$ cat src/sv/crl_pkg.sv
// Shared types and codes for the channel rate limiter.
// Holds the channel table entry layout, command, status and mode codes.
// No dependencies; imported by channel_rate_limiter.
package crl_pkg;

    // Default table depth
    localparam int TABLE_ENTRIES_DEF = 16;

    // Field widths
    localparam int CMD_W      = 2;
    localparam int KEY_W      = 16;
    localparam int TIME_W     = 63;
    localparam int SIZE_W     = 24;
    localparam int MODE_W     = 2;
    localparam int INTERVAL_W = 32;
    localparam int INDEX_W    = 4;
    localparam int STATUS_W   = 2;
    localparam int COUNT_W    = 32;
    localparam int BYTES_W    = 40;

    // Stream widths (payload padded to whole bytes)
    localparam int S_TDATA_W = 144;
    localparam int S_TUSER_W = CMD_W;
    localparam int M_TDATA_W = 80;
    localparam int M_TUSER_W = STATUS_W;

    // Command codes
    localparam logic [CMD_W-1:0] CMD_ADD   = 2'd0;
    localparam logic [CMD_W-1:0] CMD_CHECK = 2'd1;
    localparam logic [CMD_W-1:0] CMD_READ  = 2'd2;

    // Result status codes
    localparam logic [STATUS_W-1:0] ST_OK   = 2'd0;
    localparam logic [STATUS_W-1:0] ST_FULL = 2'd1;
    localparam logic [STATUS_W-1:0] ST_MISS = 2'd2;

    // Entry modes; codes with the upper bit set are rate limited
    localparam logic [MODE_W-1:0] MODE_ALWAYS = 2'd0;
    localparam logic [MODE_W-1:0] MODE_DEMAND = 2'd1;

    // One channel table entry
    typedef struct packed {
        logic [KEY_W-1:0]      key;
        logic [MODE_W-1:0]     mode;
        logic [INTERVAL_W-1:0] interval;
        logic                  dir;
        logic [TIME_W-1:0]     last;
        logic [COUNT_W-1:0]    count;
        logic [BYTES_W-1:0]    bytes;
    } crl_entry_t;

    localparam int ENTRY_W = $bits(crl_entry_t);

    // One result beat
    typedef struct packed {
        logic [STATUS_W-1:0] status;
        logic                send;
        logic                dir;
        logic                demand;
        logic [COUNT_W-1:0]  count;
        logic [BYTES_W-1:0]  bytes;
    } crl_result_t;

endpackage

$ cat src/sv/crl_ram.sv
// Generic single-write, single-read synchronous RAM with registered read data.
// Used for the channel table; no dependencies.
module crl_ram #(
    parameter int WIDTH = 8,
    parameter int DEPTH = 16
) (
    input  logic                                  aclk,
    input  logic                                  we,
    input  logic [(DEPTH > 1 ? $clog2(DEPTH) : 1)-1:0] waddr,
    input  logic [WIDTH-1:0]                      wdata,
    input  logic                                  re,
    input  logic [(DEPTH > 1 ? $clog2(DEPTH) : 1)-1:0] raddr,
    output logic [WIDTH-1:0]                      rdata
);

    logic [WIDTH-1:0] mem [DEPTH];

    // Write port and registered read port
    always_ff @(posedge aclk) begin
        if (we) begin
            mem[waddr] <= wdata;
        end
        if (re) begin
            rdata <= mem[raddr];
        end
    end

endmodule

$ cat src/sv/channel_rate_limiter.sv
// Channel rate limiter: keeps a table of up to TABLE_ENTRIES channel entries in one
// synchronous RAM and answers one beat per input beat. For a message check, the table
// is scanned in insertion order at one RAM read per cycle until the first key match,
// followed by a read-modify-write of the matched entry. The block takes a new beat
// once the previous one is finished, even while its result still waits in the output
// register. No clearing pass runs after reset; entries above the fill count are never
// read. Depends on crl_pkg and crl_ram.
module channel_rate_limiter #(
    parameter int TABLE_ENTRIES = crl_pkg::TABLE_ENTRIES_DEF
) (
    input  logic                             aclk,
    input  logic                             aresetn,
    // tdata: channel_key, msg_time_us, msg_size, entry_mode, min_interval_us,
    //        toward_base, entry_index (lowest bit up), zero pad to 144
    input  logic                             s_tvalid,
    output logic                             s_tready,
    input  logic [crl_pkg::S_TDATA_W-1:0]    s_tdata,
    // tuser: cmd
    input  logic [crl_pkg::S_TUSER_W-1:0]    s_tuser,
    // tdata: send, direction_out, demand flag, sent_count, sent_bytes (lowest bit up),
    //        zero pad to 80
    output logic                             m_tvalid,
    input  logic                             m_tready,
    output logic [crl_pkg::M_TDATA_W-1:0]    m_tdata,
    // tuser: status
    output logic [crl_pkg::M_TUSER_W-1:0]    m_tuser
);

    import crl_pkg::*;

    localparam int AW    = (TABLE_ENTRIES > 1) ? $clog2(TABLE_ENTRIES) : 1;
    localparam int CNT_W = $clog2(TABLE_ENTRIES + 1);

    typedef enum logic [6:0] {
        S_IDLE  = 7'b0000001,
        S_ADD   = 7'b0000010,
        S_SCAN  = 7'b0000100,
        S_UPD   = 7'b0001000,
        S_RDREQ = 7'b0010000,
        S_RDRSP = 7'b0100000,
        S_MISS  = 7'b1000000
    } state_t;

    state_t state_reg, state_next;

    // Held input beat
    logic [KEY_W-1:0]      key_reg;
    logic [TIME_W-1:0]     time_reg;
    logic [SIZE_W-1:0]     size_reg;
    logic [MODE_W-1:0]     mode_reg;
    logic [INTERVAL_W-1:0] ival_reg;
    logic                  dir_reg;
    logic [INDEX_W-1:0]    idx_reg;

    logic [CNT_W-1:0] used_reg, used_next;
    logic [CNT_W-1:0] scan_addr_reg, scan_addr_next;
    logic             pend_reg, pend_next;

    logic             m_tvalid_reg;
    crl_result_t      res_reg, res_next;
    logic             out_load;
    logic             out_free;

    // RAM ports
    logic             ram_we, ram_re;
    logic [AW-1:0]    ram_waddr, ram_raddr;
    crl_entry_t       ram_wdata, ram_rdata;

    // Entry update terms
    logic                  hit;
    logic                  full;
    logic                  idx_ok;
    logic                  issue_now;
    logic [CNT_W+INDEX_W-1:0] idx_ext;
    logic [CNT_W-1:0]      upd_addr;
    logic [TIME_W:0]       elapsed;
    logic                  elapsed_ok;
    logic                  do_send;
    logic [BYTES_W:0]      bytes_sum;
    crl_entry_t            upd_entry;

    logic s_accept;

    crl_ram #(
        .WIDTH (ENTRY_W),
        .DEPTH (TABLE_ENTRIES)
    ) u_table (
        .aclk  (aclk),
        .we    (ram_we),
        .waddr (ram_waddr),
        .wdata (ram_wdata),
        .re    (ram_re),
        .raddr (ram_raddr),
        .rdata (ram_rdata)
    );

    assign s_tready = (state_reg == S_IDLE);
    assign s_accept = s_tvalid && s_tready;
    assign out_free = !m_tvalid_reg || m_tready;

    // Table lookups
    assign hit       = (ram_rdata.key == key_reg);
    assign full      = (used_reg == CNT_W'(TABLE_ENTRIES));
    assign idx_ext   = {{CNT_W{1'b0}}, idx_reg};
    assign idx_ok    = (idx_ext < {{INDEX_W{1'b0}}, used_reg});
    assign issue_now = (state_reg == S_SCAN) && (scan_addr_reg < used_reg)
                       && !(pend_reg && hit);
    assign upd_addr  = scan_addr_reg - CNT_W'(1);

    // Send decision and counter update for the matched entry
    assign elapsed    = {1'b0, time_reg} - {1'b0, ram_rdata.last};
    assign elapsed_ok = !elapsed[TIME_W]
                        && (elapsed[TIME_W-1:0] > {{(TIME_W-INTERVAL_W){1'b0}},
                                                   ram_rdata.interval});
    assign do_send    = !ram_rdata.mode[1] || elapsed_ok;
    assign bytes_sum  = {1'b0, ram_rdata.bytes} + {{(BYTES_W+1-SIZE_W){1'b0}}, size_reg};

    always_comb begin
        upd_entry = ram_rdata;
        if (do_send) begin
            if (ram_rdata.mode[1]) begin
                upd_entry.last = time_reg;
            end
            if (ram_rdata.count != {COUNT_W{1'b1}}) begin
                upd_entry.count = ram_rdata.count + COUNT_W'(1);
            end
            upd_entry.bytes = bytes_sum[BYTES_W] ? {BYTES_W{1'b1}}
                                                 : bytes_sum[BYTES_W-1:0];
        end
    end

    // Sequencer
    always_comb begin
        state_next     = state_reg;
        used_next      = used_reg;
        scan_addr_next = scan_addr_reg;
        pend_next      = 1'b0;
        ram_we         = 1'b0;
        ram_waddr      = used_reg[AW-1:0];
        ram_wdata      = '0;
        ram_re         = 1'b0;
        ram_raddr      = scan_addr_reg[AW-1:0];
        out_load       = 1'b0;
        res_next       = '0;

        unique case (state_reg)
            S_IDLE: begin
                if (s_tvalid) begin
                    scan_addr_next = '0;
                    unique case (s_tuser)
                        CMD_ADD:   state_next = S_ADD;
                        CMD_CHECK: state_next = S_SCAN;
                        CMD_READ:  state_next = S_RDREQ;
                        default:   state_next = S_MISS;
                    endcase
                end
            end
            S_ADD: begin
                if (out_free) begin
                    out_load   = 1'b1;
                    state_next = S_IDLE;
                    if (full) begin
                        res_next.status = ST_FULL;
                    end else begin
                        ram_we             = 1'b1;
                        ram_wdata.key      = key_reg;
                        ram_wdata.mode     = mode_reg;
                        ram_wdata.interval = ival_reg;
                        ram_wdata.dir      = dir_reg;
                        used_next          = used_reg + CNT_W'(1);
                    end
                end
            end
            S_SCAN: begin
                // issue one read a cycle, compare the previous one
                ram_re    = issue_now;
                pend_next = issue_now;
                if (issue_now) begin
                    scan_addr_next = scan_addr_reg + CNT_W'(1);
                end
                if (pend_reg && hit) begin
                    state_next = S_UPD;
                end else if (!issue_now) begin
                    state_next = S_MISS;
                end
            end
            S_UPD: begin
                if (out_free) begin
                    ram_we             = 1'b1;
                    ram_waddr          = upd_addr[AW-1:0];
                    ram_wdata          = upd_entry;
                    out_load           = 1'b1;
                    res_next.status    = ST_OK;
                    res_next.send      = do_send;
                    res_next.dir       = upd_entry.dir;
                    res_next.demand    = (upd_entry.mode == MODE_DEMAND);
                    res_next.count     = upd_entry.count;
                    res_next.bytes     = upd_entry.bytes;
                    state_next         = S_IDLE;
                end
            end
            S_RDREQ: begin
                if (idx_ok) begin
                    ram_re     = 1'b1;
                    ram_raddr  = idx_ext[AW-1:0];
                    state_next = S_RDRSP;
                end else begin
                    state_next = S_MISS;
                end
            end
            S_RDRSP: begin
                if (out_free) begin
                    out_load           = 1'b1;
                    res_next.status    = ST_OK;
                    res_next.dir       = ram_rdata.dir;
                    res_next.demand    = (ram_rdata.mode == MODE_DEMAND);
                    res_next.count     = ram_rdata.count;
                    res_next.bytes     = ram_rdata.bytes;
                    state_next         = S_IDLE;
                end
            end
            S_MISS: begin
                if (out_free) begin
                    out_load        = 1'b1;
                    res_next.status = ST_MISS;
                    state_next      = S_IDLE;
                end
            end
            default: begin
                state_next = S_IDLE;
            end
        endcase
    end

    // Control registers
    always_ff @(posedge aclk) begin
        if (!aresetn) begin
            state_reg     <= S_IDLE;
            used_reg      <= '0;
            scan_addr_reg <= '0;
            pend_reg      <= 1'b0;
            m_tvalid_reg  <= 1'b0;
        end else begin
            state_reg     <= state_next;
            used_reg      <= used_next;
            scan_addr_reg <= scan_addr_next;
            pend_reg      <= pend_next;
            if (out_load) begin
                m_tvalid_reg <= 1'b1;
            end else if (m_tready) begin
                m_tvalid_reg <= 1'b0;
            end
        end
    end

    // Capture the input beat
    always_ff @(posedge aclk) begin
        if (s_accept) begin
            key_reg  <= s_tdata[15:0];
            time_reg <= s_tdata[78:16];
            size_reg <= s_tdata[102:79];
            mode_reg <= s_tdata[104:103];
            ival_reg <= s_tdata[136:105];
            dir_reg  <= s_tdata[137];
            idx_reg  <= s_tdata[141:138];
        end
    end

    // Hold the result beat
    always_ff @(posedge aclk) begin
        if (out_load) begin
            res_reg <= res_next;
        end
    end

    assign m_tvalid = m_tvalid_reg;
    assign m_tuser  = res_reg.status;
    assign m_tdata  = {5'b0, res_reg.bytes, res_reg.count, res_reg.demand,
                       res_reg.dir, res_reg.send};

    // Fill count never passes the table depth
    a_used_bound: assert property (@(posedge aclk) disable iff (!aresetn)
        used_reg <= CNT_W'(TABLE_ENTRIES))
        else $error("fill count beyond table depth");

    // Scan never runs past the fill count
    a_scan_bound: assert property (@(posedge aclk) disable iff (!aresetn)
        (state_reg == S_SCAN) |-> (scan_addr_reg <= used_reg))
        else $error("scan address beyond fill count");

    // A key match during the scan leads to the update state
    a_hit_update: assert property (@(posedge aclk) disable iff (!aresetn)
        (state_reg == S_SCAN && pend_reg && hit) |=> (state_reg == S_UPD))
        else $error("matched entry not updated");

    // Table writes only come from an add or an entry update with a free output
    a_write_src: assert property (@(posedge aclk) disable iff (!aresetn)
        ram_we |-> ((state_reg == S_ADD || state_reg == S_UPD) && out_free))
        else $error("unexpected table write");

    // Loading a result always returns the block to idle
    a_load_idle: assert property (@(posedge aclk) disable iff (!aresetn)
        out_load |=> (state_reg == S_IDLE && m_tvalid_reg))
        else $error("result load without return to idle");

endmodule
$ cat config.mk
export PLATFORM = sky130hd
export DESIGN_NAME = channel_rate_limiter
export DESIGN_NICKNAME = d
export VERILOG_FILES = /design/src/sv/crl_pkg.sv /design/src/sv/crl_ram.sv /design/src/sv/channel_rate_limiter.sv
export SDC_FILE = /design/constraint.sdc
export NUM_CORES = 2
export LEC_CHECK = 0
export ABC_CLOCK_PERIOD_IN_PS = 11300
export BUFFER_PORTS_ARGS = -buffer_cell sky130_fd_sc_hd__buf_2
export CAP_MARGIN = 25
export CORE_ASPECT_RATIO = 1.75
export CORE_MARGIN = 3
export CORE_UTILIZATION = 50
export CTS_BUF_LIST = sky130_fd_sc_hd__clkbuf_16
export DETAILED_ROUTE_END_ITERATION = 12
export GPL_TIMING_DRIVEN = 1
export PLACE_DENSITY_LB_ADDON = 0.05
export SLEW_MARGIN = 20
export SYNTH_ARGS = -nofsm -noshare
export SYNTH_HDL_FRONTEND = slang
export SYNTH_SLANG_ARGS = --single-unit
$ cat constraint.sdc
create_clock -name aclk -period 11.3 [get_ports aclk]
set_input_delay 0.565 -clock aclk [delete_from_list [all_inputs] [get_ports aclk]]
set_output_delay 0.565 -clock aclk [all_outputs]
set_load 0.005 [all_outputs]
Word level (Yosys, flattened, before mapping)
Memory sizes are Yosys's and may differ from the RTL's. A register that Yosys moved wholly into a read port is not among the register bits.
Index checks and enable logic that the tools add are counted.
- bitwise gates (word level): 1
- $add $sub $neg: 6
- equal/unequal tests: 17
- magnitude comparators: 3
- reduce and logical (&&, ||, !) cells: 20
- muxes and demuxes: 41
- operator list (kind ; number):
    135-bit 2-to-1 mux ; 2
    186-bit 2-to-1 mux ; 1
    74-bit 2-to-1 mux ; 2
    74-bit case mux with 2 select lines ; 1
    51-bit 2-to-1 mux ; 2
    51-bit case mux with 2 select lines ; 1
    63-bit by 63-bit subtractor with 64-bit output ; 1
    63-bit by 32-bit > comparator with 1-bit output ; 1
    63-bit 2-to-1 mux ; 1
    40-bit by 24-bit adder with 41-bit output ; 1
    40-bit 2-to-1 mux ; 1
    7-bit 2-to-1 mux ; 5
    32-bit by 1-bit adder with 32-bit output (second input constant) ; 1
    32-bit 2-to-1 mux ; 1
    32-bit != test (second input constant) ; 1
    7-bit case mux with 4 select lines ; 1
    7-bit case mux with 3 select lines ; 1
    16-bit equality test ; 1
    4-bit 2-to-1 mux ; 4
    1-bit 2-to-1 mux ; 11
    5-bit by 1-bit adder with 5-bit output (second input constant) ; 2
    5-bit 2-to-1 mux ; 2
    5-bit case mux with 2 select lines ; 1
    3-bit AND reduction ; 3
    27 further kinds ; 40
- memories kept: 1
- output and inout bits: 84
- register bits: 238
- memory bits (writable): 2976
- word-level logic and storage cells: 107
- memory list (name ; depth ; bits a word ; read ports ; clocked after Yosys merged registers in ; write ports ; RTL line ; text):
    u_table.mem ; 16 ; 186 ; 1 ; 1 ; 1 ; crl_ram.sv:16 ; logic [WIDTH-1:0] mem [DEPTH];

Logic depth before layout (Yosys ltp)
- depth after elaboration: 7
- mapped depth: 28
- depth with buffers taken out: 26

Cells and area by module
A second synthesis with hierarchy kept.
- cell total of the unflattened synthesis: 7020
- area, all modules: 136369.5 um2
- modules (own cells, without submodules) (module ; seq. area each (um2) ; cells each ; area each (um2) ; instances):
    crl_ram ; 94951.1 ; 4856 ; 117233.7 ; 1
    channel_rate_limiter ; 6956.7 ; 2164 ; 19135.9 ; 1

Worst setup path after synthesis
OpenSTA, ideal clock, no wires.
- path type: flip-flop to flip-flop
- start point: reg state_reg[0]
- end point: mem u_table.mem[4][0] (netlist name), enable pin
- cell stages (with the launch flop): 10
- buffers on the path: 2
- period minus slack after synthesis: 10.532 ns
- arrival time: 9.797 ns
- setup slack: 0.768 ns
- library setup time: 0.736 ns
- required time: 10.564 ns
- cells stage by stage: dfxtp_1 -> or3_1 -> nor3_1 -> nand3b_1 -> nand2b_1 -> clkbuf_1 -> buf_1 -> a21oi_1 -> nand2_1 -> nor2_1
- word-level cells in the longest chain between the ends: 4
- elaborated cells between the ends (all ways): 6
- those cells by class: 2 x eq/ne; 4 x mux
- RTL lines (item ; RTL line ; text):
    start, declared ; channel_rate_limiter.sv:44 ; state_t state_reg, state_next;
    start signal, assigned ; channel_rate_limiter.sv:244 ; state_reg <= state_next;
    7-bit by 4-bit equality test with 1-bit output or 7-bit by 2-bit equality test with 1-bit output (tied branches) ; channel_rate_limiter.sv:146 ; unique case (state_reg)
    1-bit case mux with 2 select lines ; channel_rate_limiter.sv:146 ;
    1-bit 2-to-1 mux ; crl_ram.sv:20 ; if (we) begin
    1-bit 2-to-1 mux (implied by the code) ; crl_ram.sv:21 ; mem[waddr] <= wdata;
    end, declared ; crl_ram.sv:16 ;
Several ways; a longest one is shown, not always the timed one.

==> impl_metrics.yaml <==
power_and_ir_drop:
  p_leak_nw: 51.99
  peakVddDrop_mv: 0.1573
  finalPower_mw: 26.61
  p_per_area_nw_per_um2: 171.5
logic_synthesis:
  postSynthAreaPerCell_sq_um: 17.63
  ys_warn_count: 0
  async_flop_share: 0
  synth_enable_flop_cells: 3381
  syn-cell-area_sq_um: 137400
  syn-instance-count: 7797
  synthFlopType: "edfxtp_1"
  ys_ff_latch: 3400
  synth_cell_types: 86
  ys_seq_area_frac: 0.7415
final_layout:
  layout-drive-gt1-share: 0.1958
  fill_cells: 21030
  fin_util: 0.5670
  final_common_cell: "edfxtp_1"
  top_register: "u_table.mem"
  fin_nets: 8556
  final_cell_mix: "edfxtp_1, nand2_1, mux4_2"
  largest_reg_flops: 2976
  final_area_sq_um: 155200
  fin_cells: 12110
  area_growth_pct: 12.90
route:
  vias_per_cell: 6.259
  wl_met3_mm: 21.78
  vias: 75780
  postRouteWirelength_mm: 388.4
  wl_met2_mm: 195.9
  post-route-drc-count: 0
  top_layer: "met5"
  dr.pass1.iters: 5
  wl_met1_mm: 156.1
  drt_iter0_drc: 7252
  ant_nets: 0
  wl_per_cell_um: 32.08
clock_network:
  htree_num_levels: 5
  cts-buffers-inserted: 316
  cts_num_sinks: 3400
  clockRootBuffer: "clkbuf_16"
  cts_resized: 0
  clockBufferDepth: 4
  cts.clk_slew.worst_paths_ns: 0.07
  cts_tree: "yes"
  clock_latency_ns: 0.90
critical_path:
  rr_worst_depth: 25
  end_kind: "flop"
  r2r_slack_ns: 2.42
  arrival_ns: 9.43
  rr_startpoint: "time_reg[0]"
  path_max_fanout: 36
  critPathLaunchType: "flop"
  cp-endpoint: "u_table.mem[5][36]"
  startpoint: "time_reg[0]"
  crit_required_ns: 11.85
  reg2reg_to: "u_table.mem[5][36]"
  crit_type: "reg -> reg"
timing:
  final-hold-violation-count: 0
  setup_ws_ns: 2.421
  drv_slew: 0
  relSlewSlack: 0.1765
  post-route-period-util: 0.7858
  skew_ns: 0.05002
  max_freq_mhz: 112.6
  rsz0062_at_grt: "false"
  fin_crit_ns: 8.879
  setup_viol: 0
  setup_tns_ns: 0
  tightestPinTransition_ns: 1.228
  worst_hold_slack_ns: 0.1693
floorplan:
  die_area_sq_um: 281400
  fp.coreArea_sq_um: 273600
  fp-row-count: 254
  die_h_um: 699.5
  start_util: 0.5022
  die_w_um: 402.3
  boundaryPins: 234
global_routing:
  grt_max_degree: 137
  grt_pass1_vias: 78850
  antenna_found_initial: 21
  overflow: 0
  grt_usage: 0.2747
  grt_pass1_wl_mm: 557.8
run_status:
  status: "complete, no violations"
place:
  dp_hpwl_mm: 213.2
  pre_cts_slack_ns: 2.589
  dpl-instance-area_sq_um: 143300
  gp_congestion: 0.9277
  place_inst: 11370
  numPortBuffers: 226
flow_run:
  max-cap-violations: 0
hold_path:
  hold_path_class: "in -> reg"
  min-delay-start: "m_tready"
==> final cells by class <==
class                   count  area (sq um)  area share
flip-flops and latches   3400        101900      0.6568
multi-input cells        3821         33530      0.2161
clock buffers             325          8133     0.05242
repair buffers            595          4594     0.02961
well taps                3584          4484     0.02890
clock inverters           235          1957     0.01261
inverters                 139         529.3    0.003411
diodes                      7         17.52   0.0001129
==> layer usage <==
layer  GRT usage  vias up
met5           0        -
met4     0.09595       12
met3     0.03329      654
met2      0.4698     2638
met1      0.3670    40530
li1            -    31940
==> worst min-delay path by stage <==
stage / endpoint / cells past startpoint
2_1_floorplan: scan_addr_reg[4] / 2
3_3_place_gp: scan_addr_reg[4] / 2
3_5_place_dp: scan_addr_reg[4] / 2
4_1_cts: m_tvalid / 4
5_1_grt: m_tvalid / 4
6_report: m_tvalid / 4
==> Yosys cell counts (all sizes together) (6+ instances only) <==
cell / count / area share
a211oi: 38 / 0.0021
a21boi: 11 / 0.00063
a21o: 69 / 0.0038
a21oi: 271 / 0.0099
a22o: 21 / 0.0013
a311oi: 63 / 0.0050
a31oi: 235 / 0.011
and2: 18 / 0.00082
and3: 241 / 0.011
and4: 9 / 0.00059
buf: 165 / 0.0059
clkbuf: 276 / 0.0075
dfxtp: 19 / 0.0028
edfxtp: 3381 / 0.74
ha: 131 / 0.012
inv: 139 / 0.0038
mux2: 7 / 0.00057
mux2i: 13 / 0.00095
mux4: 690 / 0.11
nand2: 1100 / 0.030
nand2b: 17 / 0.00077
nand3: 59 / 0.0021
nand4: 69 / 0.0031
nor2: 249 / 0.0068
nor2b: 14 / 0.00064
nor3: 40 / 0.0015
nor4: 20 / 0.00096
o211ai: 11 / 0.00060
o21a: 24 / 0.0013
o21ai: 144 / 0.0052
o21bai: 12 / 0.00066
o22ai: 9 / 0.00041
o311ai: 8 / 0.00062
o31ai: 22 / 0.0012
or2: 6 / 0.00027
or3: 10 / 0.00046
xnor2: 54 / 0.0034
xor2: 59 / 0.0038
==> logic make-up after synthesis <==
| kind of cell | count (synthesis) | share of synthesized area |
|---|---|---|
| DFF | 3400 | 0.7415 |
| AOI/OAI and AO/OA | 984 | 0.04655 |
| buffers and inverters | 580 | 0.01729 |
| other | 1 | 0.00002729 |
| adders and majority gates | 133 | 0.01222 |
| and+or+nand+nor | 1876 | 0.06057 |
| xor gates and xnor gates | 113 | 0.007202 |
| muxes | 710 | 0.1146 |
==> report_power, final <==
part | switching [mW] | internal (mW)
Sequential | 0.101 | 13.8
Combinational | 1.23 | 0.818
Clock | 4.66 | 5.96
Total | 5.99 | 20.6
==> worst max-delay path: stages, from the launching register on <==
cell,delay [ns]
edfxtp_1,0.38
inv_1,0.07
ha_1,0.21
inv_1,0.07
fa_1,0.43
a211oi_1,0.26
nor2_1,0.11
o311ai_0,0.90
and3_1,0.61
o21ai_0,0.20
xor2_1,0.22
ha_1,0.32
nand4_1,0.10
nor3_1,0.32
a31oi_1,0.36
a2111oi_0,0.51
o2111a_1,0.28
o211ai_1,0.08
nor4_1,0.32
nand4_1,0.12
and4b_1,0.44
a32oi_4,0.37
buf_4,0.41
and2_1,0.40
a21oi_1,0.24
nor2b_1,0.75
==> what timing repair did <==
item                      4_1_cts  5_1_grt
hold buffers                  148        0
hold endpoints to repair      147        0
setup buffers                   0        0
(Power assumes the default switching activity.)
